### src/hw/rtl/ile_pkg.sv
// ----------------------------------------------------------------------------
// ile_pkg
// Shared constants, codes and beat types for the indexed list engine.
// ----------------------------------------------------------------------------
package ile_pkg;

  localparam int CAPACITY = 32;
  localparam int ADDR_W   = $clog2(CAPACITY);
  localparam int CNT_W    = $clog2(CAPACITY + 1);
  localparam int DATA_W   = 32;
  localparam int POS_W    = 6;
  localparam int OUT_CW   = 6;
  localparam int CMP_W    = (CNT_W > POS_W) ? CNT_W : POS_W;

  typedef enum logic [1:0] {
    OP_INSERT  = 2'd0,
    OP_DELETE  = 2'd1,
    OP_REVERSE = 2'd2,
    OP_DUMP    = 2'd3
  } opcode_t;

  typedef enum logic [1:0] {
    ST_OK      = 2'd0,
    ST_BAD_POS = 2'd1,
    ST_EMPTY   = 2'd2,
    ST_FULL    = 2'd3
  } status_t;

  typedef enum logic [1:0] {
    S_IDLE,
    S_INS,
    S_DEL,
    S_DUMP
  } state_t;

  typedef struct packed {
    opcode_t                   opcode;
    logic [POS_W-1:0]          position;
    logic signed [DATA_W-1:0]  value_in;
  } cmd_t;

  typedef struct packed {
    status_t                   status;
    logic signed [DATA_W-1:0]  value_out;
    logic [OUT_CW-1:0]         count;
    logic                      last;
  } res_t;

endpackage

### src/hw/rtl/indexed_list_engine.sv
// ----------------------------------------------------------------------------
// indexed_list_engine
// Ordered list of signed 32-bit values with insert, delete, reverse and dump.
// ----------------------------------------------------------------------------
//  channel   handshake            payload        note
//  command   start & !busy        cmd    (cmd_t) one operation per beat
//  result    done (one cycle)     result (res_t) cannot be held off
//
// Entries sit packed in a single-port-write RAM; a direction flag gives the
// logical order, so reverse only flips the flag and moves no entry. Insert and
// delete walk the entries they move through the RAM's single write port, and
// dump walks the list in logical order; reverse and any failed operation answer
// without a walk. busy is high while a walk runs. Reset (rst, synchronous)
// empties the list.
// ----------------------------------------------------------------------------
module indexed_list_engine import ile_pkg::*; (
  input  logic clk,
  input  logic rst,
  input  logic start,
  input  cmd_t cmd,
  output logic busy,
  output logic done,
  output res_t result
);

  state_t            state, state_next;
  logic [CNT_W-1:0]  cnt, cnt_next;
  logic              rev, rev_next;
  logic              pend, pend_next;
  logic              done_next;
  logic [CNT_W-1:0]  idx, idx_next;
  logic [CNT_W-1:0]  ph, ph_next;
  logic [ADDR_W-1:0] paddr, paddr_next;
  logic              pfirst, pfirst_next;
  logic              plast, plast_next;
  logic [DATA_W-1:0] take, take_next;
  logic [DATA_W-1:0] val, val_next;
  res_t              res_next;

  logic              ram_we;
  logic [ADDR_W-1:0] ram_waddr;
  logic [DATA_W-1:0] ram_wdata;
  logic [ADDR_W-1:0] ram_raddr;
  logic [DATA_W-1:0] ram_rdata;

  logic [CMP_W-1:0]  pos_x, cnt_x;

  ile_ram u_ram (
    .clk   (clk),
    .we    (ram_we),
    .waddr (ram_waddr),
    .wdata (ram_wdata),
    .raddr (ram_raddr),
    .rdata (ram_rdata)
  );

  function automatic res_t mk_res(status_t s, logic [DATA_W-1:0] v,
                                  logic [CNT_W-1:0] n, logic l);
    res_t r;
    r.status    = s;
    r.value_out = v;
    r.count     = OUT_CW'(n);
    r.last      = l;
    return r;
  endfunction

  assign busy  = (state != S_IDLE);
  assign pos_x = CMP_W'(cmd.position);
  assign cnt_x = CMP_W'(cnt);

  always_comb begin
    state_next  = state;
    cnt_next    = cnt;
    rev_next    = rev;
    pend_next   = pend;
    done_next   = 1'b0;
    idx_next    = idx;
    ph_next     = ph;
    paddr_next  = paddr;
    pfirst_next = pfirst;
    plast_next  = plast;
    take_next   = take;
    val_next    = val;
    res_next    = result;
    ram_we      = 1'b0;
    ram_waddr   = paddr;
    ram_wdata   = ram_rdata;
    ram_raddr   = idx[ADDR_W-1:0];

    case (state)
      S_IDLE: begin
        pend_next = 1'b0;
        if (start) begin
          case (cmd.opcode)
            OP_INSERT: begin
              if (pos_x > cnt_x) begin
                done_next = 1'b1;
                res_next  = mk_res(ST_BAD_POS, '0, cnt, 1'b1);
              end else if (cnt_x >= CMP_W'(CAPACITY)) begin
                done_next = 1'b1;
                res_next  = mk_res(ST_FULL, '0, cnt, 1'b1);
              end else begin
                // physical slot of the new entry, walk down from the top
                ph_next    = rev ? cnt - CNT_W'(cmd.position) : CNT_W'(cmd.position);
                idx_next   = cnt;
                val_next   = cmd.value_in;
                state_next = S_INS;
              end
            end
            OP_DELETE: begin
              if (cnt == '0) begin
                done_next = 1'b1;
                res_next  = mk_res(ST_EMPTY, '1, cnt, 1'b1);
              end else if (pos_x >= cnt_x) begin
                done_next = 1'b1;
                res_next  = mk_res(ST_BAD_POS, '1, cnt, 1'b1);
              end else begin
                idx_next    = rev ? cnt - CNT_W'(1) - CNT_W'(cmd.position)
                                  : CNT_W'(cmd.position);
                pfirst_next = 1'b1;
                state_next  = S_DEL;
              end
            end
            OP_REVERSE: begin
              rev_next  = ~rev;
              done_next = 1'b1;
              res_next  = mk_res(ST_OK, '0, cnt, 1'b1);
            end
            OP_DUMP: begin
              if (cnt == '0) begin
                done_next = 1'b1;
                res_next  = mk_res(ST_EMPTY, '0, cnt, 1'b1);
              end else begin
                idx_next   = '0;
                state_next = S_DUMP;
              end
            end
            default: ;
          endcase
        end
      end

      S_INS: begin
        ram_raddr = ADDR_W'(idx - CNT_W'(1));
        if (pend) begin
          ram_we = 1'b1;
        end
        if (idx > ph) begin
          pend_next  = 1'b1;
          paddr_next = idx[ADDR_W-1:0];
          idx_next   = idx - CNT_W'(1);
        end else if (pend) begin
          pend_next = 1'b0;
        end else begin
          ram_we     = 1'b1;
          ram_waddr  = ph[ADDR_W-1:0];
          ram_wdata  = val;
          cnt_next   = cnt + CNT_W'(1);
          done_next  = 1'b1;
          res_next   = mk_res(ST_OK, '0, cnt + CNT_W'(1), 1'b1);
          state_next = S_IDLE;
        end
      end

      S_DEL: begin
        // first beat read back is the removed entry, the rest move down one
        if (pend) begin
          if (pfirst) begin
            take_next = ram_rdata;
          end else begin
            ram_we = 1'b1;
          end
        end
        if (idx < cnt) begin
          pend_next   = 1'b1;
          pfirst_next = (state == S_DEL) && pend ? 1'b0 : pfirst;
          paddr_next  = ADDR_W'(idx - CNT_W'(1));
          idx_next    = idx + CNT_W'(1);
        end else if (pend) begin
          pend_next   = 1'b0;
          pfirst_next = 1'b0;
        end else begin
          cnt_next   = cnt - CNT_W'(1);
          done_next  = 1'b1;
          res_next   = mk_res(ST_OK, take, cnt - CNT_W'(1), 1'b1);
          state_next = S_IDLE;
        end
      end

      S_DUMP: begin
        ram_raddr = rev ? ADDR_W'(cnt - CNT_W'(1) - idx) : idx[ADDR_W-1:0];
        if (pend) begin
          done_next = 1'b1;
          res_next  = mk_res(ST_OK, ram_rdata, cnt, plast);
        end
        if (idx < cnt) begin
          pend_next  = 1'b1;
          plast_next = (idx == cnt - CNT_W'(1));
          idx_next   = idx + CNT_W'(1);
        end else begin
          pend_next  = 1'b0;
          state_next = S_IDLE;
        end
      end

      default: begin
        state_next = S_IDLE;
      end
    endcase
  end

  always_ff @(posedge clk) begin
    if (rst) begin
      state <= S_IDLE;
      cnt   <= '0;
      rev   <= 1'b0;
      pend  <= 1'b0;
      done  <= 1'b0;
    end else begin
      state <= state_next;
      cnt   <= cnt_next;
      rev   <= rev_next;
      pend  <= pend_next;
      done  <= done_next;
    end
  end

  always_ff @(posedge clk) begin
    idx    <= idx_next;
    ph     <= ph_next;
    paddr  <= paddr_next;
    pfirst <= pfirst_next;
    plast  <= plast_next;
    take   <= take_next;
    val    <= val_next;
    result <= res_next;
  end

endmodule

### src/hw/rtl/ile_ram.sv
// ----------------------------------------------------------------------------
// ile_ram
// Element store: one write port, one read port, registered read data.
// ----------------------------------------------------------------------------
module ile_ram import ile_pkg::*; (
  input  logic              clk,
  input  logic              we,
  input  logic [ADDR_W-1:0] waddr,
  input  logic [DATA_W-1:0] wdata,
  input  logic [ADDR_W-1:0] raddr,
  output logic [DATA_W-1:0] rdata
);

  logic [DATA_W-1:0] mem [CAPACITY];

  always_ff @(posedge clk) begin
    if (we) begin
      mem[waddr] <= wdata;
    end
  end

  always_ff @(posedge clk) begin
    rdata <= mem[raddr];
  end

endmodule

### config.mk
export PLATFORM = sky130hd
export DESIGN_NAME = indexed_list_engine
export DESIGN_NICKNAME = d
export VERILOG_FILES = /design/src/hw/rtl/ile_pkg.sv /design/src/hw/rtl/indexed_list_engine.sv /design/src/hw/rtl/ile_ram.sv
export SDC_FILE = /design/constraint.sdc
export NUM_CORES = 1
export LEC_CHECK = 0
export ABC_AREA = 1
export BUFFER_PORTS_ARGS = -buffer_cell sky130_fd_sc_hd__buf_2
export CAP_MARGIN = 20
export CELL_PAD_IN_SITES_DETAIL_PLACEMENT = 0
export CELL_PAD_IN_SITES_GLOBAL_PLACEMENT = 1
export CORE_MARGIN = 2
export CORE_UTILIZATION = 40
export DETAILED_ROUTE_END_ITERATION = 8
export GPL_ROUTABILITY_DRIVEN = 0
export PLACE_DENSITY = 0.64
export SYNTH_ARGS = -nofsm -noshare
export SYNTH_HDL_FRONTEND = slang
export SYNTH_SLANG_ARGS = --single-unit
export TNS_END_PERCENT = 30
### constraint.sdc
create_clock -name clk -period 5 [get_ports clk]
set_input_delay 1 -clock clk [delete_from_list [all_inputs] [get_ports clk]]
set_output_delay 1 -clock clk [all_outputs]
set_load 0.01 [all_outputs]
==> run metrics <==
Setup violations, final=0; Peak VDD IR=911 uV; worst slew pin tran=1.12 ns; CP startpoint=idx[0]; Port Buffer Count=85; Synth warnings=0; Mapped Area=53,000 sq um; worst min path class=in -> reg; leakage power figure=0.0246 uW; hold_buf cts=0; max layer used=met5; core area=131,000 sq um; 1st-iter DRT viols=3,009; Final ANT Viol Nets=0; Yosys top cell by area=edfxtp_1; Setup CP Type=reg -> reg; Synth-to-Final Area Change=14.7%; die width=368 um; Met1 Wirelength=69.4 mm; flops & latches, synth=1,191; largest net degree at the start of global routing=172; ys async rst share=0%; clk_lat worst skew=0.77 ns; post-CTS setup buffer count=0; Routed Wire Length=156 mm; Final Util=46.2%; CTS Buffer Depth=3; dominant synthesized flop cell=edfxtp_1; CTS tree=built; relative slew slack=25.3%; Max-Cap Viols=0; number of distinct library cells after synthesis=36; Min Clock Period, post-route=3.97 ns; metal3 WL=7.39 mm; Worst Path Arrival=4.35 ns; HP Start=cmd[1]; Congestion Overflow GR=0; Final Hold Fails=0; CP Max Fanout=32; Routed met2 length=75.8 mm; drt first pass iters=5; H-tree levels=4; slowest stage delay, CP=0.58 ns; CTS resizes=0; Mapped Cells=5,078; die height=368 um; # fillers=12,200; status=finished, final reports clean; fin crit share=79.3%; fin. max-slew vios=0; vias in the first global route=35,000; average wire per standard cell=22.2 um; fmax=252 MHz; DRC=0; CP Buf/Inv Count=2; Worst setup SP type=flip-flop; syn avg cell area=10.4 sq um; sequential cell area fraction in the yosys report=66.6%; Critical Path End Type=flip-flop; first-pass GRT wire length=234 mm; via density per instance=5.16; most used cell, CP=nand3_1; Global Route Usage Sum=23.0%; Clock Pin Slew Worst Setup and Hold Paths=0.07 ns; row count=133; highest-delay cell along the critical path=o21ai_0; Reg2Reg Launch Point=idx[0]; initial antenna violation count=2; Final nets=5,236; Setup Skew=0.0295 ns; Inserted Clock Buffers=136; HPWL after detailed placement=89.7 mm; clock sink count=1,191; syn nets=5,160; power per standard cell area=677 nW/um^2; post-route insts no fill=7,013; layout cells sized above 1=9.76%; area of the die=135,000 sq um; Setup TNS Final=0 ns; # diodes=0; Post-synth EDFFs=1,148; DR vias=36,200; share of the synthesized area in the top cell type=65.0%; cells taking the most area after synthesis=edfxtp_1 (65%), nand3_1 (11%), nand2_1 (7.8%), inv_1 (5.5%), nand3b_1 (2.3%); Largest delay share family, worst path=simple AND/OR/NAND/NOR gates; RSZ-0062 raised after global routing=false; dpl cells=6,767; starting density of the core=40.3%; WP data required=5.38 ns; crit path cell chain=inv_1, ha_1, o21bai_1, nand2_1, nand3_1, nand2_1, nand3_1, o21ai_0, nand3_1, nor2_4, buf_4; clk root buf=clkbuf_16; Ports=86
final timing paths:
kind                  endpoint  slack [ns]  cells past startpoint
min                     val[1]        0.42                      1
min reg2reg            take[8]        0.47                      0
max          u_ram.mem[23][31]        1.03                     11
max reg2reg  u_ram.mem[23][31]        1.03                     11
cell usage in the layout, fill, tap and decap left out, types with 35 or more instances in the layout:
cell	Yosys	routed
ha_1	36	35
buf_2	167	85
o21ai_0	114	82
dfxtp_1	43	43
edfxtp_1	1148	1148
inv_1	770	768
nand3_1	1201	1199
buf_12	0	42
buf_4	0	114
nand2_1	1108	1106
clkbuf_16	0	140
a21oi_1	39	38
clkbuf_1	100	38
nor2_4	0	35
nand3b_1	162	162
nor2_1	81	46
metal layers:
metal	vias to the layer above	GRT usage (%)
li1	17300	-
met1	17800	31.8
met2	919	38.2
met3	186	3.13
met4	2	5.68
met5	-	0
where the power goes:
part | total (uW) | internal, uW | switching [uW]
Sequential | 13700 | 13300 | 448
Combinational | 17900 | 4920 | 13000
Clock | 9490 | 5470 | 4020
Total | 41100 | 23700 | 17500
area by class of cell:
| type | instances | area (sq um) | area share, % |
|---|---|---|---|
| clock inverters | 56 | 423 | 0.696 |
| clock buffers | 186 | 3760 | 6.18 |
| flip-flops and latches | 1191 | 35300 | 58.1 |
| multi-input cells | 2804 | 14000 | 23.0 |
| repair buffers | 243 | 2180 | 3.58 |
| well taps | 1755 | 2200 | 3.61 |
| inverters | 778 | 2920 | 4.81 |
cells in the mapped netlist, drive strengths merged (2+ instances only):
cell / count
or2: 4
a31oi: 3
nor3: 4
nand4: 9
nand3b: 162
o21bai: 3
nand3: 1201
a211oi: 3
nor4: 2
a21oi: 42
buf: 205
nor2: 82
nand2: 1109
o31ai: 2
edfxtp: 1148
dfxtp: 43
fa: 3
xor2: 13
o21ai: 114
clkinv: 4
clkbuf: 100
ha: 36
a32oi: 3
inv: 774
o211ai: 3
flip-flops by register name, summed over array words and instances (netlist names), 2 cells and up:
signal       count
cnt              6
idx              6
paddr            5
ph               6
result          41
state            2
take            32
u_ram.mem     1024
u_ram.rdata     32
val             32
logic make-up after synthesis:
logic type	synth area share (%)
adders and majority gates	0.963
DFF	66.6
buffers and inverters	8.06
and+or+nand+nor	22.3
xor gates and xnor gates	0.231
AOI/OAI and AO/OA	1.79
metrics by stage:
| step | hold slack, ns | instance area, sq um | power [uW] | setup slack, ns |
|---|---|---|---|---|
| 4_1_cts | 0.357 | 60700 | 41500 | 0.989 |
| 3_3_place_gp | 0.450 | 56500 | 31900 | 1.08 |
| 6_report | 0.417 | 60800 | 41100 | 1.03 |
| 5_1_grt | 0.381 | 60800 | 43500 | 0.665 |
| 2_1_floorplan | 0.408 | 53000 | 24300 | 0.772 |
| 3_5_place_dp | 0.450 | 56500 | 32000 | 1.03 |
worst register-to-register path: cells and delay by family, from the launching register on:
family,cells,cell delay [ns]
AO/OA/AOI/OAI,2,0.65
buffers and inverters,2,0.81
AND/OR/NAND/NOR,6,1.36
adder cells (fa/ha/maj),1,0.20
flip-flops,1,0.53
Note: power is estimated with default switching activity, not from simulation.
